$ cat src/rtl/orcm_pkg.sv
// Shared types and constants of the offset-calibrated RMS current meter.
package orcm_pkg;

  localparam int SAMPLE_BITS = 10;
  localparam int DC_W        = 16;
  localparam int WS_W        = 13;
  localparam int GAIN_W      = 16;
  localparam int ADDR_W      = 3;
  localparam int PDATA_W     = 32;
  localparam int S_TDATA_W   = 16;
  localparam int M_TDATA_W   = 40;

  localparam int DEF_MAX_WINDOW  = 4096;
  localparam int DEF_CAL_SAMPLES = 50;

  localparam logic [WS_W-1:0]        WINDOW_RESET = WS_W'(256);
  localparam logic [GAIN_W-1:0]      GAIN_RESET   = GAIN_W'(256);
  localparam logic [SAMPLE_BITS-1:0] OFFSET_RESET = SAMPLE_BITS'(512);

  // Register indexes, taken from paddr[2].
  localparam logic REG_WINDOW = 1'b0;
  localparam logic REG_GAIN   = 1'b1;

  typedef enum logic [1:0] {
    KIND_MEASURE = 2'd0,
    KIND_CAL     = 2'd1,
    KIND_LOAD    = 2'd2,
    KIND_NONE    = 2'd3
  } kind_t;

  typedef struct packed {
    kind_t                  kind;
    logic [SAMPLE_BITS-1:0] sample;
  } item_t;

  typedef enum logic [2:0] {
    ST_IDLE,
    ST_PROD,
    ST_SQR,
    ST_DIV,
    ST_ROOT,
    ST_OUT
  } state_t;

endpackage

$ cat src/rtl/orcm_front.sv
// Input side: accepts words, classifies the command and queues them two deep.
module orcm_front (
  input  logic                  clk,
  input  logic                  rst,
  input  logic                  s_tvalid,
  output logic                  s_tready,
  input  logic [15:0]           s_tdata,  // [9:0] sample, rest unused
  input  logic [1:0]            s_tuser,  // [1:0] cmd
  output logic                  q_valid,
  output orcm_pkg::item_t       q_item,
  input  logic                  q_pop
);
  import orcm_pkg::*;

  item_t       entry [2];
  logic        wr_ptr;
  logic        rd_ptr;
  logic [1:0]  count;
  logic        push;
  item_t       incoming;

  always_comb begin
    incoming.sample = s_tdata[SAMPLE_BITS-1:0];
    unique case (s_tuser)
      2'd0:    incoming.kind = KIND_MEASURE;
      2'd1:    incoming.kind = KIND_CAL;
      2'd2:    incoming.kind = KIND_LOAD;
      default: incoming.kind = KIND_NONE;
    endcase
  end

  assign s_tready = (count != 2'd2);
  assign push     = s_tvalid && s_tready;
  assign q_valid  = (count != 2'd0);
  assign q_item   = entry[rd_ptr];

  always_ff @(posedge clk) begin
    if (rst) begin
      wr_ptr <= 1'b0;
      rd_ptr <= 1'b0;
      count  <= 2'd0;
    end else begin
      if (push) begin
        wr_ptr <= ~wr_ptr;
      end
      if (q_pop && q_valid) begin
        rd_ptr <= ~rd_ptr;
      end
      priority if (push && !(q_pop && q_valid)) begin
        count <= count + 2'd1;
      end else if (!push && q_pop && q_valid) begin
        count <= count - 2'd1;
      end
    end
  end

  always_ff @(posedge clk) begin
    if (push) begin
      entry[wr_ptr] <= incoming;
    end
  end

endmodule

$ cat src/rtl/orcm_div.sv
// Restoring divider that produces one quotient bit a cycle.
module orcm_div #(
  parameter int NUM_W = 33,
  parameter int DEN_W = 13
) (
  input  logic             clk,
  input  logic             rst,
  input  logic             start,
  input  logic [NUM_W-1:0] num,
  input  logic [DEN_W-1:0] den,
  output logic             done,
  output logic [NUM_W-1:0] quot
);
  localparam int CW = $clog2(NUM_W + 1);

  logic [DEN_W-1:0] divisor;
  logic [DEN_W-1:0] rem;
  logic [CW-1:0]    cnt;
  logic             busy;
  logic [DEN_W:0]   trial;
  logic             ge;

  assign trial = {rem, quot[NUM_W-1]};
  assign ge    = (trial >= {1'b0, divisor});

  always_ff @(posedge clk) begin
    if (rst) begin
      busy <= 1'b0;
      done <= 1'b0;
      cnt  <= '0;
    end else begin
      done <= 1'b0;
      if (start) begin
        busy <= 1'b1;
        cnt  <= '0;
      end else if (busy) begin
        cnt <= cnt + 1'b1;
        if (cnt == CW'(NUM_W - 1)) begin
          busy <= 1'b0;
          done <= 1'b1;
        end
      end
    end
  end

  always_ff @(posedge clk) begin
    if (start) begin
      quot    <= num;
      rem     <= '0;
      divisor <= den;
    end else if (busy) begin
      // The remainder stays below the divisor, so its top bit drops out.
      rem  <= ge ? DEN_W'(trial - {1'b0, divisor}) : trial[DEN_W-1:0];
      quot <= {quot[NUM_W-2:0], ge};
    end
  end

endmodule

$ cat src/rtl/orcm_back.sv
// Processing side: current, window sums, calibration, mean and root, result register.
module orcm_back #(
  parameter int MAX_WINDOW  = orcm_pkg::DEF_MAX_WINDOW,
  parameter int CAL_SAMPLES = orcm_pkg::DEF_CAL_SAMPLES
) (
  input  logic                          clk,
  input  logic                          rst,
  input  logic                          q_valid,
  input  orcm_pkg::item_t               q_item,
  output logic                          q_pop,
  input  logic [orcm_pkg::WS_W-1:0]     window_samples,
  input  logic [orcm_pkg::GAIN_W-1:0]   dc_gain,
  output logic                          m_tvalid,
  input  logic                          m_tready,
  output logic [orcm_pkg::M_TDATA_W-1:0] m_tdata,
  output logic [1:0]                    m_tuser
);
  import orcm_pkg::*;

  localparam int SB      = SAMPLE_BITS;
  localparam int WIN_CAP = (MAX_WINDOW < 8191) ? MAX_WINDOW : 8191;
  localparam int CNT_W   = $clog2(WIN_CAP + 1);
  localparam int CCNT_W  = $clog2(CAL_SAMPLES + 1);
  localparam int CSUM_W  = SB + CCNT_W;
  localparam int SQ_W    = 2 * SB + CNT_W;
  localparam int NUM_W   = SQ_W;
  localparam int DEN_W   = (CNT_W > CCNT_W) ? CNT_W : CCNT_W;
  localparam int PW      = SB + 18;
  localparam int RT_W    = 2 * SB;
  localparam logic [WS_W-1:0]          WS_CAP  = WS_W'(WIN_CAP);
  localparam logic signed [PW-1:0]     DC_HI   = PW'(32767);
  localparam logic signed [PW-1:0]     DC_LO   = PW'(-32768);
  localparam logic [CCNT_W-1:0]        CAL_N   = CCNT_W'(CAL_SAMPLES);

  state_t state, state_next;

  // Held state across items
  logic [SB-1:0]     offset;
  logic [SQ_W-1:0]   sq_sum;
  logic [CNT_W-1:0]  win_cnt;
  logic [CSUM_W-1:0] cal_sum;
  logic [CCNT_W-1:0] cal_cnt;

  // Per-item working registers
  kind_t                  kind;
  logic [SB-1:0]          smp;
  logic signed [SB:0]     diff;
  logic signed [PW-1:0]   prod;
  logic [DC_W-1:0]        dc;
  logic                   rms_valid;
  logic [SB-1:0]          rms_val;
  logic                   upd;
  logic [RT_W-1:0]        rt_val;
  logic [RT_W-1:0]        rt_res;
  logic [RT_W-1:0]        rt_bit;

  logic [CNT_W-1:0]       eff_win;
  logic [CNT_W-1:0]       cnt_n;
  logic                   win_end;
  logic signed [2*SB+1:0] sq;
  logic [SQ_W-1:0]        sq_sum_n;
  logic [CSUM_W-1:0]      cal_sum_n;
  logic [CCNT_W-1:0]      cal_cnt_n;
  logic                   cal_last;
  logic signed [PW-1:0]   rnd;
  logic signed [PW-1:0]   shd;
  logic [DC_W-1:0]        dc_sat;
  logic [RT_W-1:0]        rt_trial;
  logic                   rt_ge;
  logic [RT_W-1:0]        rt_res_n;
  logic                   out_free;

  logic             div_start;
  logic [NUM_W-1:0] div_num;
  logic [DEN_W-1:0] div_den;
  logic             div_done;
  logic [NUM_W-1:0] div_quot;

  orcm_div #(
    .NUM_W(NUM_W),
    .DEN_W(DEN_W)
  ) u_div (
    .clk  (clk),
    .rst  (rst),
    .start(div_start),
    .num  (div_num),
    .den  (div_den),
    .done (div_done),
    .quot (div_quot)
  );

  always_comb begin
    priority if (window_samples == '0) begin
      eff_win = CNT_W'(1);
    end else if (window_samples > WS_CAP) begin
      eff_win = CNT_W'(WIN_CAP);
    end else begin
      eff_win = window_samples[CNT_W-1:0];
    end
  end

  assign cnt_n     = win_cnt + 1'b1;
  assign win_end   = (cnt_n >= eff_win);
  assign sq        = diff * diff;
  assign sq_sum_n  = sq_sum + SQ_W'(sq[2*SB-1:0]);
  assign cal_sum_n = cal_sum + CSUM_W'(smp);
  assign cal_cnt_n = cal_cnt + 1'b1;
  assign cal_last  = (cal_cnt_n >= CAL_N);

  // Round to nearest with ties upward, then clamp to the 16-bit range.
  assign rnd = prod + PW'(128);
  assign shd = rnd >>> 8;
  always_comb begin
    priority if (shd > DC_HI) begin
      dc_sat = DC_W'(32767);
    end else if (shd < DC_LO) begin
      dc_sat = DC_W'(-32768);
    end else begin
      dc_sat = shd[DC_W-1:0];
    end
  end

  assign rt_trial = rt_res + rt_bit;
  assign rt_ge    = (rt_val >= rt_trial);
  assign rt_res_n = rt_ge ? (rt_res >> 1) + rt_bit : rt_res >> 1;
  assign out_free = !m_tvalid || m_tready;

  always_ff @(posedge clk) begin
    if (rst) begin
      state <= ST_IDLE;
    end else begin
      state <= state_next;
    end
  end

  always_comb begin
    state_next = state;
    q_pop      = 1'b0;
    div_start  = 1'b0;
    div_num    = '0;
    div_den    = '0;
    unique case (state)
      ST_IDLE: begin
        if (q_valid) begin
          q_pop      = 1'b1;
          state_next = ST_PROD;
        end
      end
      ST_PROD: begin
        unique case (kind)
          KIND_MEASURE: state_next = ST_SQR;
          KIND_CAL: begin
            if (cal_last) begin
              div_start  = 1'b1;
              div_num    = NUM_W'(cal_sum_n);
              div_den    = DEN_W'(cal_cnt_n);
              state_next = ST_DIV;
            end else begin
              state_next = ST_OUT;
            end
          end
          default: state_next = ST_OUT;
        endcase
      end
      ST_SQR: begin
        if (win_end) begin
          div_start  = 1'b1;
          div_num    = sq_sum_n;
          div_den    = DEN_W'(cnt_n);
          state_next = ST_DIV;
        end else begin
          state_next = ST_OUT;
        end
      end
      ST_DIV: begin
        if (div_done) begin
          state_next = (kind == KIND_CAL) ? ST_OUT : ST_ROOT;
        end
      end
      ST_ROOT: begin
        if (rt_bit[0]) begin
          state_next = ST_OUT;
        end
      end
      ST_OUT: begin
        if (out_free) begin
          state_next = ST_IDLE;
        end
      end
      default: state_next = ST_IDLE;
    endcase
  end

  always_ff @(posedge clk) begin
    if (rst) begin
      offset   <= OFFSET_RESET;
      sq_sum   <= '0;
      win_cnt  <= '0;
      cal_sum  <= '0;
      cal_cnt  <= '0;
      m_tvalid <= 1'b0;
    end else begin
      // In the output step a taken word is replaced by the new one below.
      if (m_tvalid && m_tready && state != ST_OUT) begin
        m_tvalid <= 1'b0;
      end
      unique case (state)
        ST_PROD: begin
          if (kind == KIND_CAL) begin
            cal_sum <= cal_last ? '0 : cal_sum_n;
            cal_cnt <= cal_last ? '0 : cal_cnt_n;
          end else if (kind == KIND_LOAD) begin
            offset  <= smp;
            cal_sum <= '0;
            cal_cnt <= '0;
          end
        end
        ST_SQR: begin
          sq_sum  <= win_end ? '0 : sq_sum_n;
          win_cnt <= win_end ? '0 : cnt_n;
        end
        ST_DIV: begin
          if (div_done && kind == KIND_CAL) begin
            offset <= div_quot[SB-1:0];
          end
        end
        ST_OUT: begin
          if (out_free) begin
            m_tvalid <= 1'b1;
          end
        end
        default: ;
      endcase
    end
  end

  always_ff @(posedge clk) begin
    unique case (state)
      ST_IDLE: begin
        if (q_valid) begin
          kind      <= q_item.kind;
          smp       <= q_item.sample;
          diff      <= $signed({1'b0, offset}) - $signed({1'b0, q_item.sample});
          dc        <= '0;
          rms_valid <= 1'b0;
          rms_val   <= '0;
          upd       <= 1'b0;
        end
      end
      ST_PROD: begin
        prod <= diff * $signed({1'b0, dc_gain});
        if (kind == KIND_LOAD) begin
          upd <= 1'b1;
        end
      end
      ST_SQR: begin
        dc <= dc_sat;
      end
      ST_DIV: begin
        if (div_done) begin
          if (kind == KIND_CAL) begin
            upd <= 1'b1;
          end else begin
            // The mean never exceeds the largest squared deviation.
            rt_val <= div_quot[RT_W-1:0];
            rt_res <= '0;
            rt_bit <= RT_W'(1) << (RT_W - 2);
          end
        end
      end
      ST_ROOT: begin
        if (rt_ge) begin
          rt_val <= rt_val - rt_trial;
        end
        rt_res <= rt_res_n;
        rt_bit <= rt_bit >> 2;
        if (rt_bit[0]) begin
          rms_val   <= rt_res_n[SB-1:0];
          rms_valid <= 1'b1;
        end
      end
      ST_OUT: begin
        if (out_free) begin
          m_tdata <= {4'b0, offset, rms_val, dc};
          m_tuser <= {upd, rms_valid};
        end
      end
      default: ;
    endcase
  end

endmodule

$ cat src/rtl/offset_rms_current_meter.sv
// Top level of the offset-calibrated RMS current meter with its register port.
//
//   Channel  Direction  Handshake                Payload
//   s_*      in         s_tvalid / s_tready      tdata: sample; tuser: cmd
//   m_*      out        m_tvalid / m_tready      tdata: dc_current, rms_value, offset_now;
//                                                tuser: rms_valid, offset_updated
//   APB      in         psel, penable, pready    0x0 window_samples, 0x4 dc_gain
//
// Each word is handled alone: load, unused commands and calibration samples
// pass the idle, product and output steps, and a measure sample adds the
// square step before output. The sample that closes a window then also runs
// the bit-serial divider and the two-bit-a-step root. A closing calibration
// sample runs the divider pass after the product step instead of the square
// step and the root. Reset empties the two-word input queue, sets the
// offset to mid-scale and clears the sums. When the result register is full,
// the sequencer holds in its last step and the queue takes words while it has room.
module offset_rms_current_meter #(
  parameter int MAX_WINDOW  = orcm_pkg::DEF_MAX_WINDOW,
  parameter int CAL_SAMPLES = orcm_pkg::DEF_CAL_SAMPLES
) (
  input  logic                            clk,
  input  logic                            rst,
  input  logic                            s_tvalid,
  output logic                            s_tready,
  input  logic [orcm_pkg::S_TDATA_W-1:0]  s_tdata,  // [9:0] sample, [15:10] zero
  input  logic [1:0]                      s_tuser,  // [1:0] cmd
  output logic                            m_tvalid,
  input  logic                            m_tready,
  output logic [orcm_pkg::M_TDATA_W-1:0]  m_tdata,  // [15:0] dc_current, [25:16] rms_value,
                                                    // [35:26] offset_now, [39:36] zero
  output logic [1:0]                      m_tuser,  // [0] rms_valid, [1] offset_updated
  input  logic                            psel,
  input  logic                            penable,
  input  logic                            pwrite,
  input  logic [orcm_pkg::ADDR_W-1:0]     paddr,
  input  logic [orcm_pkg::PDATA_W-1:0]    pwdata,
  output logic [orcm_pkg::PDATA_W-1:0]    prdata,
  output logic                            pready
);
  import orcm_pkg::*;

  logic [WS_W-1:0]   window_samples;
  logic [GAIN_W-1:0] dc_gain;
  logic              reg_index;
  logic              q_valid;
  item_t             q_item;
  logic              q_pop;

  assign pready    = 1'b1;
  assign reg_index = paddr[2];

  always_ff @(posedge clk) begin
    if (rst) begin
      window_samples <= WINDOW_RESET;
      dc_gain        <= GAIN_RESET;
    end else if (psel && penable && pwrite && pready) begin
      unique case (reg_index)
        REG_WINDOW: window_samples <= pwdata[WS_W-1:0];
        REG_GAIN:   dc_gain        <= pwdata[GAIN_W-1:0];
        default:    ;
      endcase
    end
  end

  always_comb begin
    unique case (reg_index)
      REG_WINDOW: prdata = PDATA_W'(window_samples);
      REG_GAIN:   prdata = PDATA_W'(dc_gain);
      default:    prdata = '0;
    endcase
  end

  orcm_front u_front (
    .clk     (clk),
    .rst     (rst),
    .s_tvalid(s_tvalid),
    .s_tready(s_tready),
    .s_tdata (s_tdata),
    .s_tuser (s_tuser),
    .q_valid (q_valid),
    .q_item  (q_item),
    .q_pop   (q_pop)
  );

  orcm_back #(
    .MAX_WINDOW (MAX_WINDOW),
    .CAL_SAMPLES(CAL_SAMPLES)
  ) u_back (
    .clk           (clk),
    .rst           (rst),
    .q_valid       (q_valid),
    .q_item        (q_item),
    .q_pop         (q_pop),
    .window_samples(window_samples),
    .dc_gain       (dc_gain),
    .m_tvalid      (m_tvalid),
    .m_tready      (m_tready),
    .m_tdata       (m_tdata),
    .m_tuser       (m_tuser)
  );

endmodule
$ cat config.mk
export PLATFORM = sky130hd
export DESIGN_NAME = offset_rms_current_meter
export DESIGN_NICKNAME = d
export VERILOG_FILES = /design/src/rtl/orcm_pkg.sv /design/src/rtl/orcm_front.sv /design/src/rtl/orcm_div.sv /design/src/rtl/orcm_back.sv /design/src/rtl/offset_rms_current_meter.sv
export SDC_FILE = /design/constraint.sdc
export NUM_CORES = 1
export LEC_CHECK = 0
export ABC_CLOCK_PERIOD_IN_PS = 8300
export BUFFER_PORTS_ARGS = -buffer_cell sky130_fd_sc_hd__buf_2
export CORE_MARGIN = 3
export CORE_UTILIZATION = 45
export DETAILED_ROUTE_END_ITERATION = 6
export PLACE_DENSITY = 0.72
export SYNTH_ARGS = -nofsm -noshare
export SYNTH_HDL_FRONTEND = slang
export SYNTH_SLANG_ARGS = --single-unit
$ cat constraint.sdc
create_clock -name clk -period 8.3 [get_ports clk]
set_input_delay 0.83 -clock clk [delete_from_list [all_inputs] [get_ports clk]]
set_output_delay 0.83 -clock clk [all_outputs]
set_load 0.03 [all_outputs]
==> flow_summary.ini <==
[clock_network]
path_clk_slew_ps = 70
postCtsHoldBufs = 0
clockRootBuffer = clkbuf_16
clkLatencyLatePin_ps = 580
cts_resized = 0
cts_tree = yes
post_cts_buffers = 0
htree_levels = 2
clk_path_buf_depth = 3
clock-sinks = 367
numCtsBuffers = 40

[placement]
place.gp.congestion = 0.916
dp.final_hpwl_um = 50600
io_buffers = 91

[synth]
synthAdderAreaFrac = 0.252
yosys.area.top_type = edfxtp_1
synthMuxAreaShare = 0.0149
synth_area_leaders = edfxtp_1 (23%), fa_1 (15%), ha_1 (10%)
synth-simple-area-share = 0.158
synth_compound_area_frac = 0.127
synth_top_area_share = 0.233
ys_types = 85
synth_flop_cell = edfxtp_1
async_flop_share = 0
synth_top_family_by_area = adder cells
synth.most_common_cell = inv_1
synth.cell_area_um2 = 29600
synth_edf_count = 230
postSynthCellCount = 3104
synth_xor_area_frac = 0.0529
avgSynthCellArea_um2 = 9.55
yosys_warnings = 0
ys_seq_area_frac = 0.326
synth_commonest_cells = inv_1 (360), nand2_1 (337), ha_1 (242), edfxtp_1 (230), fa_1 (221)
ys_seq_elements = 367

[routing]
vias_per_cell = 5.43
drt-total-wl_um = 67700
antenna_left = 0
drt-wirelength-per-cell_um = 16.8
drc = 0
dr.pass1.iters = 6
vias = 21800
drt_iter0_drc = 1506

[critical_path]
crit_type = register to register
cp-start-kind = register
cp-end-kind = register
ff2ff_setup_slack_ps = 710
cp_max_fo = 14
crit_required_ps = 8740
cp.arrival_ps = 8030

[sta]
finalCritPeriodShare = 0.914
hold_ws_ps = 417
setup_violations = 0
slew_viol_final = 0
max-slew-margin-rel = 0.234
finalCriticalPeriod_ps = 7590
fin_tns_setup_ps = 0
max_slew.worst_pin.slew_ps = 1150
fmax_ghz = 0.132
clock-skew-final_ps = 25.8
report.final.hold_viol_count = 0
grt_setup_unrepaired = no

[global_route]
grtUsageTotal = 0.196
grt_pass1_wl_um = 112000
grt_remaining_overflow = 0
grt_pass1_vias = 21500
grt_antenna_before_repair = 1
grt_max_degree = 60

[final_layout]
syn_to_final_growth_pct = 8.77
fillCellCount = 5913
diodes = 0
multiInputGateArea_um2 = 18000
register_area_um2 = 9650
final_layout_size_suffix_gt1_frac = 0.0793
layout.nets = 3656

[floorplan]
num_rows = 93
pin_count = 137
die_h_um = 263
core-area_um2 = 64800
die-area_um2 = 69000
start_util = 0.457
fp.dieW_um = 263

[min_path]
hp-class = register to register

[run_status]
outcome = completed

[run]
maxCapViolations = 0
## placed cells by master (no fill, tap or decap), types with 51 or more instances in the layout
master and instances:
edfxtp_1 230, fa_1 221, o21ai_0 118, inv_1 360, nand3_1 85, buf_2 90, xnor2_1 101, nand2_1 337
xor2_1 78, and2_1 139, a21oi_1 170, ha_1 242, dfxtp_1 137, nor3_1 51, nor2_1 147
## registers in the layout (all words and copies together) (netlist names), 11 cells and up, named ones only
name	cells
u_back.u_div.rem	13
u_back.cal_sum	16
u_back.u_div.quot	33
u_back.sq_sum	33
dc_gain	16
u_front.entry	24
u_back.m_tdata	36
u_back.rt_val	20
u_back.u_div.divisor	13
window_samples	13
u_back.win_cnt	13
u_back.prod	21
u_back.diff	11
u_back.rt_res	20
u_back.dc	16
## critical path, stage by stage, from the launching register on
cell and delay (ps):
edfxtp_1 500, buf_4 270, inv_1 150, nor2_1 250, fa_1 490, fa_1 550, fa_1 440, fa_1 550
inv_1 60, fa_1 520, inv_1 40, ha_1 350, and3_1 200, a21oi_1 120, o31ai_1 120, o41ai_2 390
o21bai_1 110, a21oi_1 190, xnor2_1 140, ha_1 370, nand2_1 80, nor2_1 130, and4_1 210, nand3_1 110
a21oi_2 430, nor2_1 180, o311ai_0 350, o31ai_1 120
## stage by stage
| step | util | area, µm² | setup WS (ps) | cells |
|---|---|---|---|---|
| global route | 0.497 | 32200 | 129 | 4019 |
| finish | 0.497 | 32200 | 713 | 4019 |
| CTS | 0.497 | 32200 | 759 | 4019 |
| global placement | 0.475 | 30800 | 851 | 3946 |
| floorplan | - | 29700 | 1240 | 3123 |
| detailed placement | 0.475 | 30800 | 780 | 3946 |
## per-layer routing
metal  up-vias  track usage  part of all wire
met5         -            0                 0
met4         0       0.0667             0.032
li1      10600            -                 -
met1     10500        0.263              0.44
met2       561        0.328              0.47
met3       124       0.0269             0.057
## kinds of logic after synthesis
family,count (synthesis)
fa+ha+maj,463
mux,42
buf+inv,516
compound gates,579
other cells,2
flops,367
simple gates,956
xor+xnor,179
## cell type report
type                    instances  share of cell area
well taps                     855              0.0332
flip-flops and latches        367               0.299
clock buffers                  51              0.0342
clock inverters                22              0.0104
multi-input cells            2240               0.559
repair buffers                124              0.0219
inverters                     360              0.0419
## worst paths after layout
| kind | start | to | depth (start not counted) |
|---|---|---|---|
| hold reg to reg | u_back.dc[6] | u_back.m_tdata[6] | 0 |
| setup reg to reg | u_back.diff[4] | u_back.sq_sum[29] | 27 |
| hold / removal | u_back.dc[6] | u_back.m_tdata[6] | 0 |
| setup / recovery | u_back.diff[4] | u_back.sq_sum[29] | 27 |
Power is left out: the tool's default activity adds up to more than one toggle a clock period on the data nets, which glitch-free logic cannot reach.
